[src/rtl/core/mck_pkg.sv]
package mck_pkg;

    localparam int UNIT_W = 16;
    localparam int CD_W   = 20;
    localparam int PAT_W  = 5;
    localparam int CNT_W  = 3;
    localparam int CHAR_W = 8;
    localparam int APB_AW = 3;
    localparam int APB_DW = 32;

    localparam logic [UNIT_W-1:0] RESET_UNIT = 16'd200;

    localparam logic [0:0] REG_UNIT_TICKS = 1'b0;

    localparam logic CMD_LOAD = 1'b0;
    localparam logic CMD_TICK = 1'b1;

    localparam logic [CHAR_W-1:0] CH_SPACE   = 8'h20;
    localparam logic [CHAR_W-1:0] CH_ZERO    = 8'h30;
    localparam logic [CHAR_W-1:0] CH_NINE    = 8'h39;
    localparam logic [CHAR_W-1:0] CH_UPPER_A = 8'h41;
    localparam logic [CHAR_W-1:0] CH_UPPER_Z = 8'h5A;
    localparam logic [CHAR_W-1:0] CH_LOWER_A = 8'h61;
    localparam logic [CHAR_W-1:0] CH_LOWER_Z = 8'h7A;
    localparam logic [CHAR_W-1:0] CASE_DIFF  = 8'h20;

    typedef enum logic [1:0] {
        PH_IDLE = 2'd0,
        PH_ON   = 2'd1,
        PH_OFF  = 2'd2,
        PH_GAP  = 2'd3
    } t_phase;

    typedef struct packed {
        logic [PAT_W-1:0] pattern;
        logic [CNT_W-1:0] left;
        t_phase           phase;
        logic [CD_W-1:0]  countdown;
    } t_state;

    // lamp_on in bit 0, busy_res in bit 1, dropped in bit 2
    typedef struct packed {
        logic dropped;
        logic busy;
        logic lamp;
    } t_result;

    // code: bits 7..3 pattern (first element in bit 3, 1 = dash), bits 2..0 count
    function automatic logic [7:0] letter_code(input logic [4:0] idx);
        logic [7:0] c;
        case (idx)
            5'd0:    c = 8'h12;
            5'd1:    c = 8'h0C;
            5'd2:    c = 8'h2C;
            5'd3:    c = 8'h0B;
            5'd4:    c = 8'h01;
            5'd5:    c = 8'h24;
            5'd6:    c = 8'h1B;
            5'd7:    c = 8'h04;
            5'd8:    c = 8'h02;
            5'd9:    c = 8'h74;
            5'd10:   c = 8'h2B;
            5'd11:   c = 8'h14;
            5'd12:   c = 8'h1A;
            5'd13:   c = 8'h0A;
            5'd14:   c = 8'h3B;
            5'd15:   c = 8'h34;
            5'd16:   c = 8'h5C;
            5'd17:   c = 8'h13;
            5'd18:   c = 8'h03;
            5'd19:   c = 8'h09;
            5'd20:   c = 8'h23;
            5'd21:   c = 8'h44;
            5'd22:   c = 8'h33;
            5'd23:   c = 8'h4C;
            5'd24:   c = 8'h6C;
            5'd25:   c = 8'h1C;
            default: c = 8'h00;
        endcase
        return c;
    endfunction

    function automatic logic [7:0] digit_code(input logic [3:0] idx);
        logic [7:0] c;
        case (idx)
            4'd0:    c = 8'hFD;
            4'd1:    c = 8'hF5;
            4'd2:    c = 8'hE5;
            4'd3:    c = 8'hC5;
            4'd4:    c = 8'h85;
            4'd5:    c = 8'h05;
            4'd6:    c = 8'h0D;
            4'd7:    c = 8'h1D;
            4'd8:    c = 8'h3D;
            4'd9:    c = 8'h7D;
            default: c = 8'h00;
        endcase
        return c;
    endfunction

endpackage

[src/rtl/core/mck_step.sv]
module mck_step (
    input  mck_pkg::t_state              i_state,
    input  logic                         i_cmd,
    input  logic [mck_pkg::CHAR_W-1:0]   i_char,
    input  logic [mck_pkg::UNIT_W-1:0]   i_unit,
    output mck_pkg::t_state              o_state,
    output mck_pkg::t_result             o_result
);
    import mck_pkg::*;

    logic [UNIT_W-1:0] unit_len;
    logic [CD_W-1:0]   u20;
    logic [CD_W-1:0]   dash20;
    logic [CD_W-1:0]   gap3;
    logic [CD_W-1:0]   gap9;
    logic [CHAR_W-1:0] ch_up;
    logic              is_letter;
    logic              is_digit;
    logic [CHAR_W-1:0] l_off;
    logic [CHAR_W-1:0] d_off;
    logic [7:0]        code;
    logic [CD_W-1:0]   cd_dec;
    logic              drop;

    assign unit_len = (i_unit == '0) ? UNIT_W'(1) : i_unit;
    assign u20      = CD_W'(unit_len);
    assign dash20   = (u20 << 1) + u20;
    assign gap3     = (u20 << 1) + u20;
    assign gap9     = (u20 << 3) + u20;

    assign ch_up     = (i_char >= CH_LOWER_A && i_char <= CH_LOWER_Z) ? i_char - CASE_DIFF
                                                                      : i_char;
    assign is_letter = (ch_up >= CH_UPPER_A) && (ch_up <= CH_UPPER_Z);
    assign is_digit  = (ch_up >= CH_ZERO) && (ch_up <= CH_NINE);
    assign l_off     = ch_up - CH_UPPER_A;
    assign d_off     = ch_up - CH_ZERO;
    assign code      = is_letter ? letter_code(l_off[4:0]) : digit_code(d_off[3:0]);
    assign cd_dec    = (i_state.countdown != '0) ? i_state.countdown - CD_W'(1) : '0;

    always_comb begin
        o_state = i_state;
        drop    = 1'b0;
        if (i_cmd == CMD_LOAD) begin
            if (i_state.phase != PH_IDLE) begin
                drop = 1'b1;
            end else if (is_letter || is_digit) begin
                o_state.countdown = code[3] ? dash20 : u20;
                o_state.pattern   = {1'b0, code[7:4]};
                o_state.left      = code[2:0] - CNT_W'(1);
                o_state.phase     = PH_ON;
            end else if (ch_up == CH_SPACE) begin
                o_state.countdown = gap9;
                o_state.phase     = PH_GAP;
            end else begin
                o_state.countdown = gap3;
                o_state.phase     = PH_GAP;
            end
        end else if (i_state.phase != PH_IDLE) begin
            o_state.countdown = cd_dec;
            if (cd_dec == '0) begin
                case (i_state.phase)
                    PH_ON: begin
                        o_state.countdown = u20;
                        o_state.phase     = PH_OFF;
                    end
                    PH_OFF: begin
                        if (i_state.left != '0) begin
                            o_state.countdown = i_state.pattern[0] ? dash20 : u20;
                            o_state.pattern   = i_state.pattern >> 1;
                            o_state.left      = i_state.left - CNT_W'(1);
                            o_state.phase     = PH_ON;
                        end else begin
                            o_state.countdown = gap3;
                            o_state.phase     = PH_GAP;
                        end
                    end
                    PH_GAP: begin
                        o_state.phase = PH_IDLE;
                    end
                    default: begin
                        o_state.phase = PH_IDLE;
                    end
                endcase
            end
        end
        o_result.lamp    = (o_state.phase == PH_ON);
        o_result.busy    = (o_state.phase != PH_IDLE);
        o_result.dropped = drop;
    end

endmodule

[src/rtl/core/morse_code_keyer.sv]
// The result of an accepted request is registered and shows on m_axis in the next cycle.
// Throughput: one request per cycle; s_axis_tready drops only while the output
// register holds a result that m_axis_tready has not taken.
// Reset (synchronous, active low): keyer idle, output empty, unit_ticks = 200.
module morse_code_keyer (
    input  logic                         i_clk,
    input  logic                         i_rst_n,
    input  logic                         s_axis_tvalid,
    output logic                         s_axis_tready,
    input  logic [7:0]                   s_axis_tdata,   // [7:0] char_code
    input  logic                         s_axis_tuser,   // [0] cmd
    output logic                         m_axis_tvalid,
    input  logic                         m_axis_tready,
    output logic [7:0]                   m_axis_tdata,   // [0] lamp_on [1] busy_res [2] dropped
    input  logic                         psel,
    input  logic                         penable,
    input  logic                         pwrite,
    input  logic [mck_pkg::APB_AW-1:0]   paddr,
    input  logic [mck_pkg::APB_DW-1:0]   pwdata,
    output logic [mck_pkg::APB_DW-1:0]   prdata,
    output logic                         pready
);
    import mck_pkg::*;

    t_state            r_state;
    t_state            n_state;
    t_result           r_out;
    t_result           n_out;
    logic              r_out_valid;
    logic [UNIT_W-1:0] r_unit;
    logic              s_acc;
    logic              cfg_wr;

    assign pready        = 1'b1;
    assign s_axis_tready = !r_out_valid || m_axis_tready;
    assign s_acc         = s_axis_tvalid && s_axis_tready;
    assign cfg_wr        = psel && penable && pwrite && pready
                           && (paddr[APB_AW-1 -: 1] == REG_UNIT_TICKS) && (paddr[1:0] == 2'b00);
    assign prdata        = (paddr[APB_AW-1 -: 1] == REG_UNIT_TICKS) ? APB_DW'(r_unit) : '0;
    assign m_axis_tvalid = r_out_valid;
    assign m_axis_tdata  = {5'b0, r_out};

    mck_step u_step (
        .i_state  (r_state),
        .i_cmd    (s_axis_tuser),
        .i_char   (s_axis_tdata),
        .i_unit   (r_unit),
        .o_state  (n_state),
        .o_result (n_out)
    );

    always_ff @(posedge i_clk) begin
        if (!i_rst_n) begin
            r_state     <= '{pattern: '0, left: '0, phase: PH_IDLE, countdown: '0};
            r_out_valid <= 1'b0;
            r_unit      <= RESET_UNIT;
        end else begin
            if (cfg_wr) begin
                r_unit <= pwdata[UNIT_W-1:0];
            end
            if (s_acc) begin
                r_state     <= n_state;
                r_out_valid <= 1'b1;
            end else if (m_axis_tready) begin
                r_out_valid <= 1'b0;
            end
        end
    end

    always_ff @(posedge i_clk) begin
        if (s_acc) begin
            r_out <= n_out;
        end
    end

endmodule

[config.mk]
export PLATFORM = sky130hd
export DESIGN_NAME = morse_code_keyer
export DESIGN_NICKNAME = d
export VERILOG_FILES = /design/src/rtl/core/mck_pkg.sv /design/src/rtl/core/mck_step.sv /design/src/rtl/core/morse_code_keyer.sv
export SDC_FILE = /design/constraint.sdc
export NUM_CORES = 1
export LEC_CHECK = 0
export BUFFER_PORTS_ARGS = -buffer_cell sky130_fd_sc_hd__buf_4
export CAP_MARGIN = 30
export CELL_PAD_IN_SITES_DETAIL_PLACEMENT = 1
export CELL_PAD_IN_SITES_GLOBAL_PLACEMENT = 2
export CORE_ASPECT_RATIO = 1.4
export CORE_UTILIZATION = 36
export CTS_CLUSTER_DIAMETER = 40
export DETAILED_ROUTE_END_ITERATION = 16
export GPL_TIMING_DRIVEN = 1
export PLACE_DENSITY_LB_ADDON = 0.3
export SLEW_MARGIN = 0
export SYNTH_ARGS = -nofsm -noshare
export SYNTH_HDL_FRONTEND = slang
export SYNTH_HIERARCHICAL = 1
export SYNTH_SLANG_ARGS = --single-unit
[constraint.sdc]
create_clock -name i_clk -period 8.9 [get_ports i_clk]
set_input_delay 1.335 -clock i_clk [delete_from_list [all_inputs] [get_ports i_clk]]
set_output_delay 1.335 -clock i_clk [all_outputs]
set_load 0.1 [all_outputs]
=== After elaboration in Yosys (flattened, before gate mapping) ===
Memories as Yosys holds them, arrays and structs flattened.
Index checks and enable logic that the tools add are counted.

* Bits in registers: 50
* Output and inout bits: 43
* Memory bits (read-only): 336
* Memories: 2

{| class="wikitable"
|+ Memories
! memory !! depth !! bits a word !! read ports !! clocked after memory_dff !! wr ports !! RTL line !! RTL
|-
| (no name shown) || 32 || 7 || 1 || 0 || 0 || mck_pkg.sv:51 || <nowiki>case (idx)</nowiki>
|-
| (no name shown) || 16 || 7 || 1 || 0 || 0 || mck_pkg.sv:85 || <nowiki>case (idx)</nowiki>
|}

* Muxes and demuxes: 22
* Add/subtract/negate cells: 8
* Reduce and logical (&&, ||, !) cells: 22
* Eq/ne operators: 9
* Bitwise logic cells: 1
* $lt $le $gt $ge: 6

{| class="wikitable"
|+ Operators with widths
! cell !! number
|-
| 30-bit 2-to-1 mux || 4
|-
| 20-bit 2-to-1 mux || 4
|-
| 22-bit 2-to-1 mux || 2
|-
| 8-bit 2-to-1 mux || 5
|-
| 20-bit one-hot mux with 2 select lines || 1
|-
| 16-bit 2-to-1 mux || 2
|-
| 19-bit by 16-bit adder with 20-bit output || 1
|-
| 20-bit zero test || 1
|-
| 20-bit nonzero test || 1
|-
| 20-bit by 1-bit subtractor with 20-bit output, second input constant || 1
|-
| 17-bit by 16-bit adder with 18-bit output || 1
|-
| 8-bit by 7-bit >= comparator with 1-bit output, second input constant || 2
|-
| 8-bit by 7-bit less-or-equal comparator with 1-bit output, second input constant || 2
|-
| 16-bit zero test || 1
|-
| 8-bit by 6-bit == test with 1-bit output, second input constant || 1
|-
| 8-bit by 6-bit >= comparator with 1-bit output, second input constant || 1
|-
| 8-bit by 6-bit less-or-equal comparator with 1-bit output, second input constant || 1
|-
| 1-bit logical AND || 8
|-
| 2-bit inequality test, second input constant || 4
|-
| 2-bit nonzero test || 4
|-
| 8-bit by 6-bit subtractor with 8-bit output, second input constant || 1
|-
| 7-bit AND reduction || 1
|-
| 3-bit by 1-bit subtractor with 3-bit output, second input constant || 2
|-
| 5-bit by 1-bit subtractor with 5-bit output, second input constant || 1
|-
| other kinds (12) || 16
|}

=== Logic depth before layout (Yosys ltp) ===
* Word-level depth: 11
* Mapped depth: 22
* Mapped depth without buffers: 18

=== Cells and area by module ===
The synthesis kept the hierarchy.

{| class="wikitable"
|+ Modules (own cells, without submodules)
! module !! area an instance (um^2) !! seq. area each (um^2) !! instances !! cells an instance
|-
| mck_step || 4763.3 || 0.0 || 1 || 745
|-
| morse_code_keyer || 2301.0 || 1031.0 || 1 || 256
|}

=== Least setup slack after synthesis ===
Ideal clock, no wire load.

* Path type: register -> register
* From: reg r_unit[7]
* To: reg r_state[16] in the netlist's numbering
* Setup time: 76 ps
* Arrival time: 4612 ps
* Stages on the path, launching flop included: 23
* Clock period less this slack: 4687 ps
* Slack: 4213 ps
* Buffers on the path: 4
* Path through: dfxtp_1 -> clkbuf_1 -> clkbuf_1 -> inv_1 -> ha_1 -> nand4b_1 -> or3_1 -> clkbuf_1 -> clkbuf_1 -> nand2_1 -> inv_1 -> ha_1 -> a31o_2 -> maj3_1 -> or3_1 -> a21oi_1 -> o31ai_1 -> xnor2_1 -> o21ai_0 -> o221ai_1 -> a21oi_1 -> nand3_1 -> a21boi_0

{| class="wikitable"
|+ RTL lines
! item !! RTL line !! RTL
|-
| start, declared || morse_code_keyer.sv:30 || <nowiki>logic [UNIT_W-1:0] r_unit;</nowiki>
|-
| start signal, assigned || morse_code_keyer.sv:59 || <nowiki>r_unit <= pwdata[UNIT_W-1:0];</nowiki>
|-
| end signal, assigned || morse_code_keyer.sv:54 || <nowiki>r_state <= '{pattern: '0, left: '0, phase: PH_IDLE, countdown: '0};</nowiki>
|-
| end signal, assigned || morse_code_keyer.sv:62 || <nowiki>r_state <= n_state;</nowiki>
|-
| end, declared || morse_code_keyer.sv:25 || <nowiki>t_state r_state;</nowiki>
|}

==> impl_metrics.py <==
metrics = {
    "timing": {
        "rsz0062_at_grt": "false",
        "period_minus_slack_ps": 5346,
        "final_max_slew_viol_count": 0,
        "final.period_utilization": 0.6006,
        "fin_tns_setup_ps": 0,
        "max_freq_ghz": 0.1871,
        "tightest_slew_ps": 998.8,
        "finalWorstSetupSlack_ps": 3554,
        "slew-limit-headroom": 0.3317,
        "timing.final.hold_violations": 0,
        "final-setup-viol-count": 0,
        "skew_ps": 14.38,
    },
    "global_routing": {
        "number_of_global_route_vias_before_repair": 7314,
        "grt-ovfl-total": 0,
        "grt_start_max_net_pins": 64,
        "grt_usage": 0.2493,
        "wire_length_of_the_first_global_routing_pass_um": 39940,
        "number_of_antenna_violations_at_the_first_check_in_global_routing": 0,
    },
    "clocking": {
        "clock_tree.htree_level_count": 2,
        "tritoncts": "built",
        "clk_transition_reported_paths_ps": 80,
        "cts-resized-gates": 0,
        "clk_root_buffer_cell": "sky130_fd_sc_hd__clkbuf_16",
        "cts_buffer_depth": 2,
        "cts_num_sinks": 50,
        "cts_hold_buffers": 0,
        "cts_setup_buffers": 0,
        "total_cts_buffers": 5,
        "clk_latency_ps": 310,
    },
    "cells_and_area": {
        "synthToLayoutAreaGrowth_pct": 8.732,
        "antenna_cells_inserted": 0,
        "drive_above_1_share": 0.1221,
        "final_nets": 1103,
    },
    "route": {
        "wl_um": 25010,
        "routed_via_density": 5.869,
        "antenna_violating_nets_post_route": 0,
        "drt_pre_antenna_iters": 4,
        "route.detailed.wl_per_inst_um": 19.93,
        "route.vias.total": 7366,
        "first_iter_violations": 393,
        "drc_errors": 0,
    },
    "placed_design": {
        "post-dp-hpwl_um": 18370,
        "buffer_ports.inserted": 55,
        "post_place_worst_slack_ps": 3289,
        "routabilityCongestion": 0.8345,
    },
    "synth": {
        "synthDominantCellAreaShare": 0.1332,
        "synth_cell_types": 92,
        "post_synth_edffs": 3,
        "synth_sequential_area_ratio": 0.1459,
        "synth_area_leaders": "sky130_fd_sc_hd__dfxtp_1, sky130_fd_sc_hd__ha_1, sky130_fd_sc_hd__o21ai_0, sky130_fd_sc_hd__nand2_1, sky130_fd_sc_hd__a21oi_1",
        "synthArstFlopShare": 0,
        "cell_accounting_for_the_most_synthesized_area": "sky130_fd_sc_hd__dfxtp_1",
        "synth-main-ff-cell": "sky130_fd_sc_hd__dfxtp_1",
        "synth_seq_cells": 50,
        "netlist_instances": 1001,
        "synth_area_mm2": 0.007064,
        "synth_warnings": 6,
        "postSynthAreaPerCell_um2": 7.057,
    },
    "floorplanning": {
        "effective_utilization_at_floorplan": 0.3676,
        "floorplan.die.width_um": 120.4,
        "fp.dieH_um": 167.7,
        "std_cell_core_area_mm2": 0.01922,
        "number_of_ports_placed_on_the_die_boundary": 94,
        "die_area_mm2": 0.02019,
        "num_rows": 60,
    },
    "worst_setup_path": {
        "arrival_ps": 5580,
        "critPathLaunch": "s_axis_tdata[0]",
        "timing.critical_path.to": "r_state[8]",
        "cp-start-kind": "input port",
        "cpPeakStageDelay_ps": 800,
        "crit-reg2reg-capture": "r_state[14]",
        "crit_path_top_delay_cell": "sky130_fd_sc_hd__ha_1",
        "timing.critical_path.to_type": "register",
        "critPathMaxFanout": 25,
        "reg2reg_depth": 18,
        "timing.reg2reg.setup_slack_ps": 3800,
        "crit_chain": "buf_4 > inv_1 > ha_1 > inv_1 > ha_1 > nand3_1 > a21oi_1 > a2111o_1 > a211oi_2 > a31oi_2 > nand2_1 > o221ai_1 > o21ai_0 > a21oi_1 > nand3_1 > a21boi_0",
        "critical_path_class": "in -> reg",
        "cp_data_required_time_ps": 9140,
        "timing.rr.start": "r_unit[9]",
    },
    "worst_hold_path": {
        "hold_class": "reg -> reg",
    },
    "power": {
        "power.density_cell_area_mw_per_mm2": 111.0,
        "ir_drop_uv": 75.25,
        "power_leakage_nw": 3.002,
    },
    "job": {
        "drv.max_cap_violation_count": 0,
    },
    "outcome": {
        "status": "finished, final reports clean",
    },
}
==> Yosys cell counts (8+ instances only) <==
master and n:
sky130_fd_sc_hd__nand2_1 90, sky130_fd_sc_hd__nor2_1 88, sky130_fd_sc_hd__o21ai_0 81, sky130_fd_sc_hd__a21oi_1 66
sky130_fd_sc_hd__inv_1 50, sky130_fd_sc_hd__clkbuf_1 48, sky130_fd_sc_hd__dfxtp_1 47, sky130_fd_sc_hd__ha_1 46
sky130_fd_sc_hd__nand3_1 43, sky130_fd_sc_hd__a21boi_0 28, sky130_fd_sc_hd__nor3_1 28, sky130_fd_sc_hd__buf_4 25
sky130_fd_sc_hd__xnor2_1 25, sky130_fd_sc_hd__nor2b_1 24, sky130_fd_sc_hd__a211oi_1 22, sky130_fd_sc_hd__mux2i_1 21
sky130_fd_sc_hd__xor2_1 20, sky130_fd_sc_hd__o221ai_1 14, sky130_fd_sc_hd__o211ai_1 11, sky130_fd_sc_hd__o31ai_1 11
sky130_fd_sc_hd__a31oi_1 9, sky130_fd_sc_hd__nand2b_1 9, sky130_fd_sc_hd__o22ai_1 9, sky130_fd_sc_hd__a21o_1 8
sky130_fd_sc_hd__buf_2 8, sky130_fd_sc_hd__or2_2 8
==> critical path: cells and delay by family <==
kind | cells | cell delay [ps]
buf+inv | 3 | 540
fa+ha+maj | 2 | 1260
simple gates | 3 | 670
compound gates | 8 | 1750
==> metal layers <==
metal	GRT usage	routed length [um]	vias up	share of wire
met5	0	0	-	0
li1	-	-	3597	-
met3	0.02623	523	38	0.021
met2	0.4615	13040	123	0.52
met1	0.2943	10710	3608	0.43
met4	0.08159	739	0	0.030
==> flip-flops by register name, summed over array words and instances, names as in the netlist <==
signal and flops:
m_axis_tdata 3, m_axis_tvalid 1, r_state 30, r_unit 16
==> placed cells by master, fill, tap and decap left out, drive strengths merged, types with 8 or more instances in the layout <==
cell type / n
mux2i: 21
o21ai: 84
nor4: 9
or2: 9
ha: 46
a21o: 8
inv: 50
nor3: 31
nor2b: 24
o31ai: 12
conb: 22
nand2b: 9
xor2: 20
nand3: 44
o221ai: 15
a21oi: 67
xnor2: 26
nand2: 90
o22ai: 9
buf: 68
nor2: 89
a21boi: 31
a31oi: 10
a211oi: 23
o211ai: 11
dfxtp: 47
==> cells by family (layout without fill, tap and decap cells) <==
logic type / count (synthesis) / in the layout / synth area share
DFF: 50 / 50 / 0.1459
muxes: 25 / 25 / 0.03613
xor gates and xnor gates: 46 / 46 / 0.05810
adders and majority gates: 53 / 53 / 0.09139
and+or+nand+nor: 354 / 354 / 0.2591
buffers and inverters: 141 / 127 / 0.09440
other: 2 / 22 / 0.001063
AOI/OAI and AO/OA: 330 / 330 / 0.3139
==> worst min-delay path by stage <==
stage,end,startpoint,slack (ps),depth (start not counted)
after floorplan,r_state[9],r_state[9],450,2
after global placement,r_state[29],r_state[29],470,2
after detailed placement,r_state[29],r_state[29],480,2
after CTS,r_state[29],r_state[29],490,2
after global routing,r_state[29],r_state[29],520,2
final,r_state[29],r_state[29],480,2
==> metrics by stage <==
step	cell area (um2)	hold slack, ps	instances	utilization	total power, mW
CTS	7656	486.2	1254	0.3984	0.8571
global route	7681	522.7	1255	0.3997	0.9018
finish	7681	479.7	1255	0.3997	0.8524
global placement	7480	469.4	1244	0.3892	0.6424
detailed placement	7515	476.8	1246	0.3910	0.6497
floorplan	7139	453.8	1021	-	0.5573
==> cell type report <==
cell class                      count  area (um2)
Multi-Input combinational cell    830        5455
Clock buffer                        5       125.1
Inverter                           50       187.7
Timing Repair Buffer               69       555.5
Fill cell                        2486       11540
Tap cell                          248       310.3
Clock inverter                      3       16.27
Sequential cell                    50        1031
==> where the power goes <==
part	internal [mW]	total, mW	switching [mW]
clock	0.103	0.204	0.101
combinational	0.124	0.393	0.269
sequential	0.237	0.255	0.0185
No activity file was read; power rests on OpenSTA's default activity.
